===== src/rtl/pee_pkg.sv =====
package pee_pkg;

    localparam int STACK_DEPTH = 16;
    localparam int SP_W        = $clog2(STACK_DEPTH + 1);
    localparam int IDX_W       = $clog2(STACK_DEPTH);

    localparam int Q_W    = 32;
    localparam int OP_W   = 3;
    localparam int STAT_W = 3;

    // |a| << 16 over |b|: one quotient bit per step
    localparam int DIV_W     = Q_W + 16;
    localparam int DIV_STEPS = DIV_W;
    localparam int CNT_W     = $clog2(DIV_STEPS);

    // signed intermediate wide enough for any sum, shifted product or quotient
    localparam int WIDE_W = DIV_W + 1;

    localparam logic [OP_W-1:0] OP_PUSH   = 3'd0;
    localparam logic [OP_W-1:0] OP_ADD    = 3'd1;
    localparam logic [OP_W-1:0] OP_SUB    = 3'd2;
    localparam logic [OP_W-1:0] OP_MUL    = 3'd3;
    localparam logic [OP_W-1:0] OP_DIV    = 3'd4;
    localparam logic [OP_W-1:0] OP_FINISH = 3'd5;

    localparam logic [STAT_W-1:0] ST_OK        = 3'd0;
    localparam logic [STAT_W-1:0] ST_UNDERFLOW = 3'd1;
    localparam logic [STAT_W-1:0] ST_OVERFLOW  = 3'd2;
    localparam logic [STAT_W-1:0] ST_DIVZERO   = 3'd3;
    localparam logic [STAT_W-1:0] ST_SATURATED = 3'd4;

    localparam logic signed [Q_W-1:0] Q_MAX = {1'b0, {(Q_W-1){1'b1}}};
    localparam logic signed [Q_W-1:0] Q_MIN = {1'b1, {(Q_W-1){1'b0}}};

    typedef logic signed [Q_W-1:0]    t_q;
    typedef logic signed [WIDE_W-1:0] t_wide;

    function automatic t_wide widen_q(input t_q v);
        widen_q = {{(WIDE_W-Q_W){v[Q_W-1]}}, v};
    endfunction

endpackage


===== src/rtl/postfix_expression_evaluator.sv =====
// Postfix evaluator over signed Q16.16 words, one token per input word.
// Input channel: i_valid / o_ready carry i_operation and i_value. Push puts
// i_value on a 16-entry operand stack; add, subtract, multiply and divide pop
// two entries (the older one is the left operand) and push the clamped result;
// finish emits the top entry and the sticky status on o_valid / i_ready, then
// empties the stack. Codes six and seven are dropped.
// Arithmetic words read both operands from the stack, execute, then write the
// saturated result back; multiply adds a product-shift step, divide runs the
// radix-2 restoring divider (divide by zero skips it), and finish reads the
// top entry, then waits for the output slot if it is still occupied.
// o_ready is high only while the sequencer is idle, one word at a time.
// The result register holds a finished word until it is taken; the block
// keeps taking pushes and arithmetic meanwhile and waits at a second finish.
// Reset (synchronous, active low) empties the stack, clears the status and
// drops any pending result; stack contents need no clearing.
module postfix_expression_evaluator (
    input  logic                         i_clk,
    input  logic                         i_rst_n,
    input  logic                         i_valid,
    output logic                         o_ready,
    input  logic [pee_pkg::OP_W-1:0]     i_operation,
    input  logic signed [pee_pkg::Q_W-1:0] i_value,
    output logic                         o_valid,
    input  logic                         i_ready,
    output logic signed [pee_pkg::Q_W-1:0] o_result,
    output logic [pee_pkg::STAT_W-1:0]   o_status
);
    import pee_pkg::*;

    localparam logic [3:0] S_IDLE    = 4'd0;
    localparam logic [3:0] S_RD_B    = 4'd1;
    localparam logic [3:0] S_RD_A    = 4'd2;
    localparam logic [3:0] S_GET_A   = 4'd3;
    localparam logic [3:0] S_EXEC    = 4'd4;
    localparam logic [3:0] S_MUL2    = 4'd5;
    localparam logic [3:0] S_DIV     = 4'd6;
    localparam logic [3:0] S_DIVEND  = 4'd7;
    localparam logic [3:0] S_SAT     = 4'd8;
    localparam logic [3:0] S_FIN_RD  = 4'd9;
    localparam logic [3:0] S_FIN_OUT = 4'd10;

    logic [3:0]        r_state, n_state;
    logic [SP_W-1:0]   r_sp, n_sp;
    logic [STAT_W-1:0] r_err, n_err;
    logic [OP_W-1:0]   r_op, n_op;
    logic              r_a_zero, n_a_zero;
    logic              r_b_zero, n_b_zero;
    t_q                r_a, n_a;
    t_q                r_b, n_b;
    logic signed [2*Q_W-1:0] r_prod, n_prod;
    t_wide             r_wide, n_wide;
    logic [Q_W-1:0]    r_rem, n_rem;
    logic [Q_W-1:0]    r_div, n_div;
    logic [DIV_W-1:0]  r_quo, n_quo;
    logic [CNT_W-1:0]  r_cnt, n_cnt;
    logic              r_neg, n_neg;
    logic              r_o_valid, n_o_valid;
    t_q                r_o_result, n_o_result;
    logic [STAT_W-1:0] r_o_status, n_o_status;

    logic              ram_we, ram_re;
    logic [IDX_W-1:0]  ram_waddr, ram_raddr;
    logic [Q_W-1:0]    ram_wdata, ram_rdata;

    logic              accept;
    logic [SP_W-1:0]   sp_dec;
    logic [Q_W:0]      rem_sh;
    logic [Q_W+1:0]    rem_diff;
    logic [Q_W-1:0]    mag_a, mag_b;
    logic              wide_ovf;
    t_q                sat_val;

    assign o_ready  = (r_state == S_IDLE);
    assign accept   = i_valid && o_ready;
    assign o_valid  = r_o_valid;
    assign o_result = r_o_result;
    assign o_status = r_o_status;

    assign sp_dec    = r_sp - SP_W'(1);
    assign ram_waddr = r_sp[IDX_W-1:0];
    assign ram_raddr = sp_dec[IDX_W-1:0];

    assign mag_a = r_a[Q_W-1] ? Q_W'(-r_a) : Q_W'(r_a);
    assign mag_b = r_b[Q_W-1] ? Q_W'(-r_b) : Q_W'(r_b);

    // restoring divider step
    assign rem_sh   = {r_rem, r_quo[DIV_W-1]};
    assign rem_diff = {1'b0, rem_sh} - {2'b00, r_div};

    // value fits Q16.16 only if the bits from the Q sign up are all equal
    assign wide_ovf = !((&r_wide[WIDE_W-1:Q_W-1]) || !(|r_wide[WIDE_W-1:Q_W-1]));
    assign sat_val  = wide_ovf ? (r_wide[WIDE_W-1] ? Q_MIN : Q_MAX) : r_wide[Q_W-1:0];

    pee_ram #(
        .WIDTH(Q_W),
        .DEPTH(STACK_DEPTH)
    ) u_stack (
        .i_clk  (i_clk),
        .i_we   (ram_we),
        .i_waddr(ram_waddr),
        .i_wdata(ram_wdata),
        .i_re   (ram_re),
        .i_raddr(ram_raddr),
        .o_rdata(ram_rdata)
    );

    always_comb begin
        n_state    = r_state;
        n_sp       = r_sp;
        n_err      = r_err;
        n_op       = r_op;
        n_a_zero   = r_a_zero;
        n_b_zero   = r_b_zero;
        n_a        = r_a;
        n_b        = r_b;
        n_prod     = r_prod;
        n_wide     = r_wide;
        n_rem      = r_rem;
        n_div      = r_div;
        n_quo      = r_quo;
        n_cnt      = r_cnt;
        n_neg      = r_neg;
        n_o_valid  = r_o_valid;
        n_o_result = r_o_result;
        n_o_status = r_o_status;
        ram_we     = 1'b0;
        ram_re     = 1'b0;
        ram_wdata  = i_value;

        if (r_o_valid && i_ready) begin
            n_o_valid = 1'b0;
        end

        unique case (r_state)
            S_IDLE: begin
                if (accept) begin
                    n_op = i_operation;
                    if (i_operation == OP_PUSH) begin
                        if (r_sp < SP_W'(STACK_DEPTH)) begin
                            ram_we = 1'b1;
                            n_sp   = r_sp + SP_W'(1);
                        end else if (r_err == ST_OK) begin
                            n_err = ST_OVERFLOW;
                        end
                    end else if (i_operation == OP_FINISH) begin
                        n_state = S_FIN_RD;
                    end else if (i_operation <= OP_DIV) begin
                        n_state = S_RD_B;
                    end
                end
            end
            S_RD_B: begin
                n_b_zero = (r_sp == '0);
                if (r_sp == '0) begin
                    if (r_err == ST_OK) n_err = ST_UNDERFLOW;
                end else begin
                    ram_re = 1'b1;
                    n_sp   = sp_dec;
                end
                n_state = S_RD_A;
            end
            S_RD_A: begin
                n_b      = r_b_zero ? '0 : t_q'(ram_rdata);
                n_a_zero = (r_sp == '0);
                if (r_sp == '0) begin
                    if (r_err == ST_OK) n_err = ST_UNDERFLOW;
                end else begin
                    ram_re = 1'b1;
                    n_sp   = sp_dec;
                end
                n_state = S_GET_A;
            end
            S_GET_A: begin
                n_a     = r_a_zero ? '0 : t_q'(ram_rdata);
                n_state = S_EXEC;
            end
            S_EXEC: begin
                n_state = S_SAT;
                if (r_op == OP_ADD) begin
                    n_wide = widen_q(r_a) + widen_q(r_b);
                end else if (r_op == OP_SUB) begin
                    n_wide = widen_q(r_a) - widen_q(r_b);
                end else if (r_op == OP_MUL) begin
                    n_prod  = r_a * r_b;
                    n_state = S_MUL2;
                end else if (r_b == '0) begin
                    if (r_err == ST_OK) n_err = ST_DIVZERO;
                    n_wide = widen_q(r_a[Q_W-1] ? Q_MIN : Q_MAX);
                end else begin
                    n_quo   = {mag_a, 16'h0000};
                    n_div   = mag_b;
                    n_rem   = '0;
                    n_cnt   = '0;
                    n_neg   = r_a[Q_W-1] ^ r_b[Q_W-1];
                    n_state = S_DIV;
                end
            end
            S_MUL2: begin
                // arithmetic shift rounds toward minus infinity
                n_wide  = {{(WIDE_W-(2*Q_W-16)){r_prod[2*Q_W-1]}}, r_prod[2*Q_W-1:16]};
                n_state = S_SAT;
            end
            S_DIV: begin
                if (!rem_diff[Q_W+1]) begin
                    n_rem = rem_diff[Q_W-1:0];
                    n_quo = {r_quo[DIV_W-2:0], 1'b1};
                end else begin
                    n_rem = rem_sh[Q_W-1:0];
                    n_quo = {r_quo[DIV_W-2:0], 1'b0};
                end
                if (r_cnt == CNT_W'(DIV_STEPS - 1)) begin
                    n_state = S_DIVEND;
                end else begin
                    n_cnt = r_cnt + CNT_W'(1);
                end
            end
            S_DIVEND: begin
                n_wide  = r_neg ? -t_wide'({1'b0, r_quo}) : t_wide'({1'b0, r_quo});
                n_state = S_SAT;
            end
            S_SAT: begin
                // two pops came first, so the push always fits
                if (wide_ovf && r_err == ST_OK) n_err = ST_SATURATED;
                ram_we    = 1'b1;
                ram_wdata = sat_val;
                n_sp      = r_sp + SP_W'(1);
                n_state   = S_IDLE;
            end
            S_FIN_RD: begin
                n_a_zero = (r_sp == '0);
                if (r_sp == '0) begin
                    if (r_err == ST_OK) n_err = ST_UNDERFLOW;
                end else begin
                    ram_re = 1'b1;
                end
                n_state = S_FIN_OUT;
            end
            S_FIN_OUT: begin
                // hold until the output slot is free
                if (!r_o_valid || i_ready) begin
                    n_o_valid  = 1'b1;
                    n_o_result = r_a_zero ? '0 : t_q'(ram_rdata);
                    n_o_status = r_err;
                    n_sp       = '0;
                    n_err      = ST_OK;
                    n_state    = S_IDLE;
                end
            end
            default: begin
                n_state = S_IDLE;
            end
        endcase
    end

    always_ff @(posedge i_clk) begin
        if (!i_rst_n) begin
            r_state   <= S_IDLE;
            r_sp      <= '0;
            r_err     <= ST_OK;
            r_o_valid <= 1'b0;
        end else begin
            r_state   <= n_state;
            r_sp      <= n_sp;
            r_err     <= n_err;
            r_o_valid <= n_o_valid;
        end
    end

    always_ff @(posedge i_clk) begin
        r_op       <= n_op;
        r_a_zero   <= n_a_zero;
        r_b_zero   <= n_b_zero;
        r_a        <= n_a;
        r_b        <= n_b;
        r_prod     <= n_prod;
        r_wide     <= n_wide;
        r_rem      <= n_rem;
        r_div      <= n_div;
        r_quo      <= n_quo;
        r_cnt      <= n_cnt;
        r_neg      <= n_neg;
        r_o_result <= n_o_result;
        r_o_status <= n_o_status;
    end

endmodule


===== src/rtl/pee_ram.sv =====
module pee_ram #(
    parameter int WIDTH = 32,
    parameter int DEPTH = 16
) (
    input  logic                     i_clk,
    input  logic                     i_we,
    input  logic [$clog2(DEPTH)-1:0] i_waddr,
    input  logic [WIDTH-1:0]         i_wdata,
    input  logic                     i_re,
    input  logic [$clog2(DEPTH)-1:0] i_raddr,
    output logic [WIDTH-1:0]         o_rdata
);

    logic [WIDTH-1:0] r_mem [DEPTH];

    always_ff @(posedge i_clk) begin
        if (i_we) begin
            r_mem[i_waddr] <= i_wdata;
        end
        if (i_re) begin
            o_rdata <= r_mem[i_raddr];
        end
    end

endmodule

===== config.mk =====
export PLATFORM = sky130hd
export DESIGN_NAME = postfix_expression_evaluator
export DESIGN_NICKNAME = d
export VERILOG_FILES = /design/src/rtl/pee_pkg.sv /design/src/rtl/postfix_expression_evaluator.sv /design/src/rtl/pee_ram.sv
export SDC_FILE = /design/constraint.sdc
export NUM_CORES = 2
export LEC_CHECK = 0
export BUFFER_PORTS_ARGS = -buffer_cell sky130_fd_sc_hd__buf_2
export CORE_MARGIN = 4
export CORE_UTILIZATION = 45
export DETAILED_ROUTE_END_ITERATION = 7
export PLACE_DENSITY = 0.64
export SKIP_CTS_REPAIR_TIMING = 1
export SLEW_MARGIN = 20
export SYNTH_ARGS = -nofsm -noshare
export SYNTH_HDL_FRONTEND = slang
export SYNTH_SLANG_ARGS = --single-unit

===== constraint.sdc =====
create_clock -name i_clk -period 11.9 [get_ports i_clk]
set_clock_uncertainty 0.05 [all_clocks]
set_input_delay 3.57 -clock i_clk [delete_from_list [all_inputs] [get_ports i_clk]]
set_output_delay 3.57 -clock i_clk [all_outputs]
set_load 0.1 [all_outputs]

==> qor.txt <==
Placed cell area: 0.0794 mm^2
Overall Global Routing Usage: 25.9%
Starting Density: 45.5%
# rows: 150
Initial antenna violation count: 15
Tcrit/Tclk final: 81.5%
Clk root buf: clkbuf_16
Critical Path Sink Type: flop
Synth area leader: edfxtp_1
Final Hold Viols: 0
Status: finished, final reports clean
Most frequent cells in the layout: 1084 x fa_1, 1079 x inv_1, 864 x edfxtp_1
Post-synth cell types: 93
H-tree depth: 3
Worst R2R Path Depth: 27
FF-to-FF Start: r_b[5]$_SDFFCE_PP0P_
R2r setup slk: 2.20 ns
Die area: 0.177 mm^2
Share of cells above drive strength 1: 9.34%
Chip Height: 420 um
Vias: 50700
Worst-Skew Late Latency: 0.74 ns
Kind of start point of the critical path: flop
DRC viols: 0
DIE WIDTH: 420 um
Number of enable flip-flop cells after synthesis: 864
Bufs on Longest Clock Path: 3
I/O pin cnt: 76
Post-Place Cells: 8693
Unrepaired setup endpoints after global routing: false
Port Buffer Count: 75
Max-slew headroom: 18.9%
Hold Path Cell Cnt: 0
# fillers: 14800
CP arrival: 10.08 ns
CTS tree: built
Post-DR wirelength/cell: 25.2 um
Grt ovf: 0
Setup violations, final: 0
Share of the synthesized area in the top cell type: 33.9%
CTS clk-pin slew, worst paths: 0.06 ns
Post-synthesis cell area: 0.0764 mm^2
Peak Freq: 0.103 GHz
Max-Cap Viols: 0
CP endpoint: r_prod[63]$_DFFE_PP_
Vias in the first global route: 53100
Setup TNS: 0 ns
Syn avg cell area: 11.5 um^2
Post-Syn Instances: 6647
Slew Limit Fails: 0
HP Class: reg2reg
Worst R2R End: r_prod[63]$_DFFE_PP_
Routed Antenna Nets: 0
Area grow syn2layout: 8.16%
Fin crit period: 9.70 ns
Ys Warns: 0
Top cells by area, synth: edfxtp_1 34%, fa_1 28%, inv_1 5.3%
HPWL Detailed: 164000 um
Finished Cell Area: 0.0827 mm^2
First-pass GRT wire length: 341000 um
Total Nets Final: 7994
Crit Path Max Fanout: 24
Most common cell after layout, fill and taps aside: fa_1
Sequential area share after synthesis: 34.3%
Worst Tran Pin Value: 1.22 ns
Core area: 0.168 mm^2
TritonCTS buffer count: 93
Post-synthesis net count: 8056
First-pass DRT Iterations: 8
Placer Congestion: 0.986
Avg Vias per Cell: 5.72
CP Class: reg2reg
CTS sink cnt: 877
DRT iter0 DRCs: 4492
Post-synth ARST share: 0%
Synth Flop Type: edfxtp_1
Post-route insts no fill: 8870
WL final: 224000 um
Worst Path Required: 12.28 ns
Pin count of the biggest net entering global routing: 116
#FFs+latches synth: 877
Setup crit start: r_b[5]$_SDFFCE_PP0P_
-- worst min path at each step --
stage                          start               endpoint  slack [ns]
3_3_place_gp   r_err[1]$_SDFFE_PN0P_  o_status[1]$_DFFE_PP_        0.43
3_5_place_dp   r_err[1]$_SDFFE_PN0P_  o_status[1]$_DFFE_PP_        0.42
4_1_cts        r_err[1]$_SDFFE_PN0P_  o_status[1]$_DFFE_PP_        0.45
5_1_grt        r_err[1]$_SDFFE_PN0P_  o_status[1]$_DFFE_PP_        0.45
6_report       r_err[2]$_SDFFE_PN0P_  o_status[2]$_DFFE_PP_        0.45
2_1_floorplan  r_err[2]$_SDFFE_PN0P_  o_status[2]$_DFFE_PP_        0.38
-- layer usage --
| metal | GRT usage, % | up-vias | part of all wire, % |
|---|---|---|---|
| met5 | 0 | - | 0 |
| met4 | 10.0 | 0 | 4.4 |
| met3 | 4.55 | 421 | 8.1 |
| met2 | 41.9 | 2190 | 47 |
| met1 | 35.1 | 26500 | 40 |
| li1 | - | 21600 | - |
-- registers in the layout, indices dropped and copies added (netlist names), 3 cells and up --
| signal | cells |
|---|---|
| r_quo | 48 |
| r_a | 32 |
| r_cnt | 6 |
| r_err | 3 |
| r_rem | 32 |
| r_div | 32 |
| r_prod | 48 |
| o_result | 32 |
| r_b | 32 |
| r_op | 3 |
| r_state | 4 |
| u_stack.o_rdata | 32 |
| r_wide | 49 |
| r_sp | 5 |
| u_stack.r_mem | 512 |
| o_status | 3 |
-- synth_stat cells (24+ instances only) --
cell type	n
nand2b_1	31
nor3_1	51
mux4_2	160
mux2i_1	28
nand4_1	25
nor4_1	24
nor2b_1	86
ha_1	286
inv_1	1079
xor2_1	81
edfxtp_1	864
and2_1	473
fa_1	1084
a22oi_1	25
a21o_1	53
o21ai_0	172
nor2_1	298
a21oi_1	232
o31ai_1	39
o221ai_1	25
nand2_1	657
nand3_1	40
clkbuf_1	341
xnor2_1	119
-- cells by family after synthesis --
| family | after synthesis | share of synthesized area [%] |
|---|---|---|
| DFF | 877 | 34.3 |
| xor gates and xnor gates | 200 | 2.29 |
| buffers and inverters | 1456 | 7.24 |
| and+or+nand+nor | 1785 | 11.5 |
| muxes | 189 | 5.10 |
| AOI/OAI and AO/OA | 770 | 6.52 |
| adders and majority gates | 1370 | 33.1 |
-- worst max-delay path, cell delays in order (launching register included) --
cell	delay [ns]
edfxtp_1	0.99
nand2_1	0.27
inv_1	0.15
fa_1	0.40
inv_1	0.25
fa_1	0.46
inv_1	0.23
fa_1	0.50
fa_1	0.91
inv_1	0.46
fa_1	0.60
inv_1	0.06
fa_1	0.54
inv_1	0.05
fa_1	0.47
inv_1	0.05
fa_1	0.45
ha_1	0.34
and2_1	0.20
nor2b_1	0.15
nand3_1	0.26
a2111oi_2	0.06
buf_2	0.21
or2_2	0.34
o41ai_1	0.46
o21bai_1	0.18
a21oi_1	0.20
xnor2_1	0.08
-- final cells by class --
type,instances,area (um^2),area share (%)
Multi-Input combinational cell,4314,45000,54.4
Clock inverter,60,754,0.913
Inverter,1081,4060,4.91
Antenna cell,4,10.0,0.0121
Sequential cell,877,26200,31.7
Clock buffer,112,2400,2.90
Timing Repair Buffer,218,1470,1.78
Tap cell,2204,2760,3.34
-- per-stage QoR --
step / setup slack [ns] / utilization, % / hold slack (ns)
after detailed placement: 2.32 / 47.3 / 0.423
final: 2.20 / 49.2 / 0.452
after global routing: 1.68 / 49.2 / 0.452
after global placement: 1.29 / 47.3 / 0.425
after floorplan: 1.21 / - / 0.381
after CTS: 2.22 / 49.2 / 0.450
Power is not shown: default switching activity piles up to over one toggle a cycle in this logic, so the estimate is an artifact.
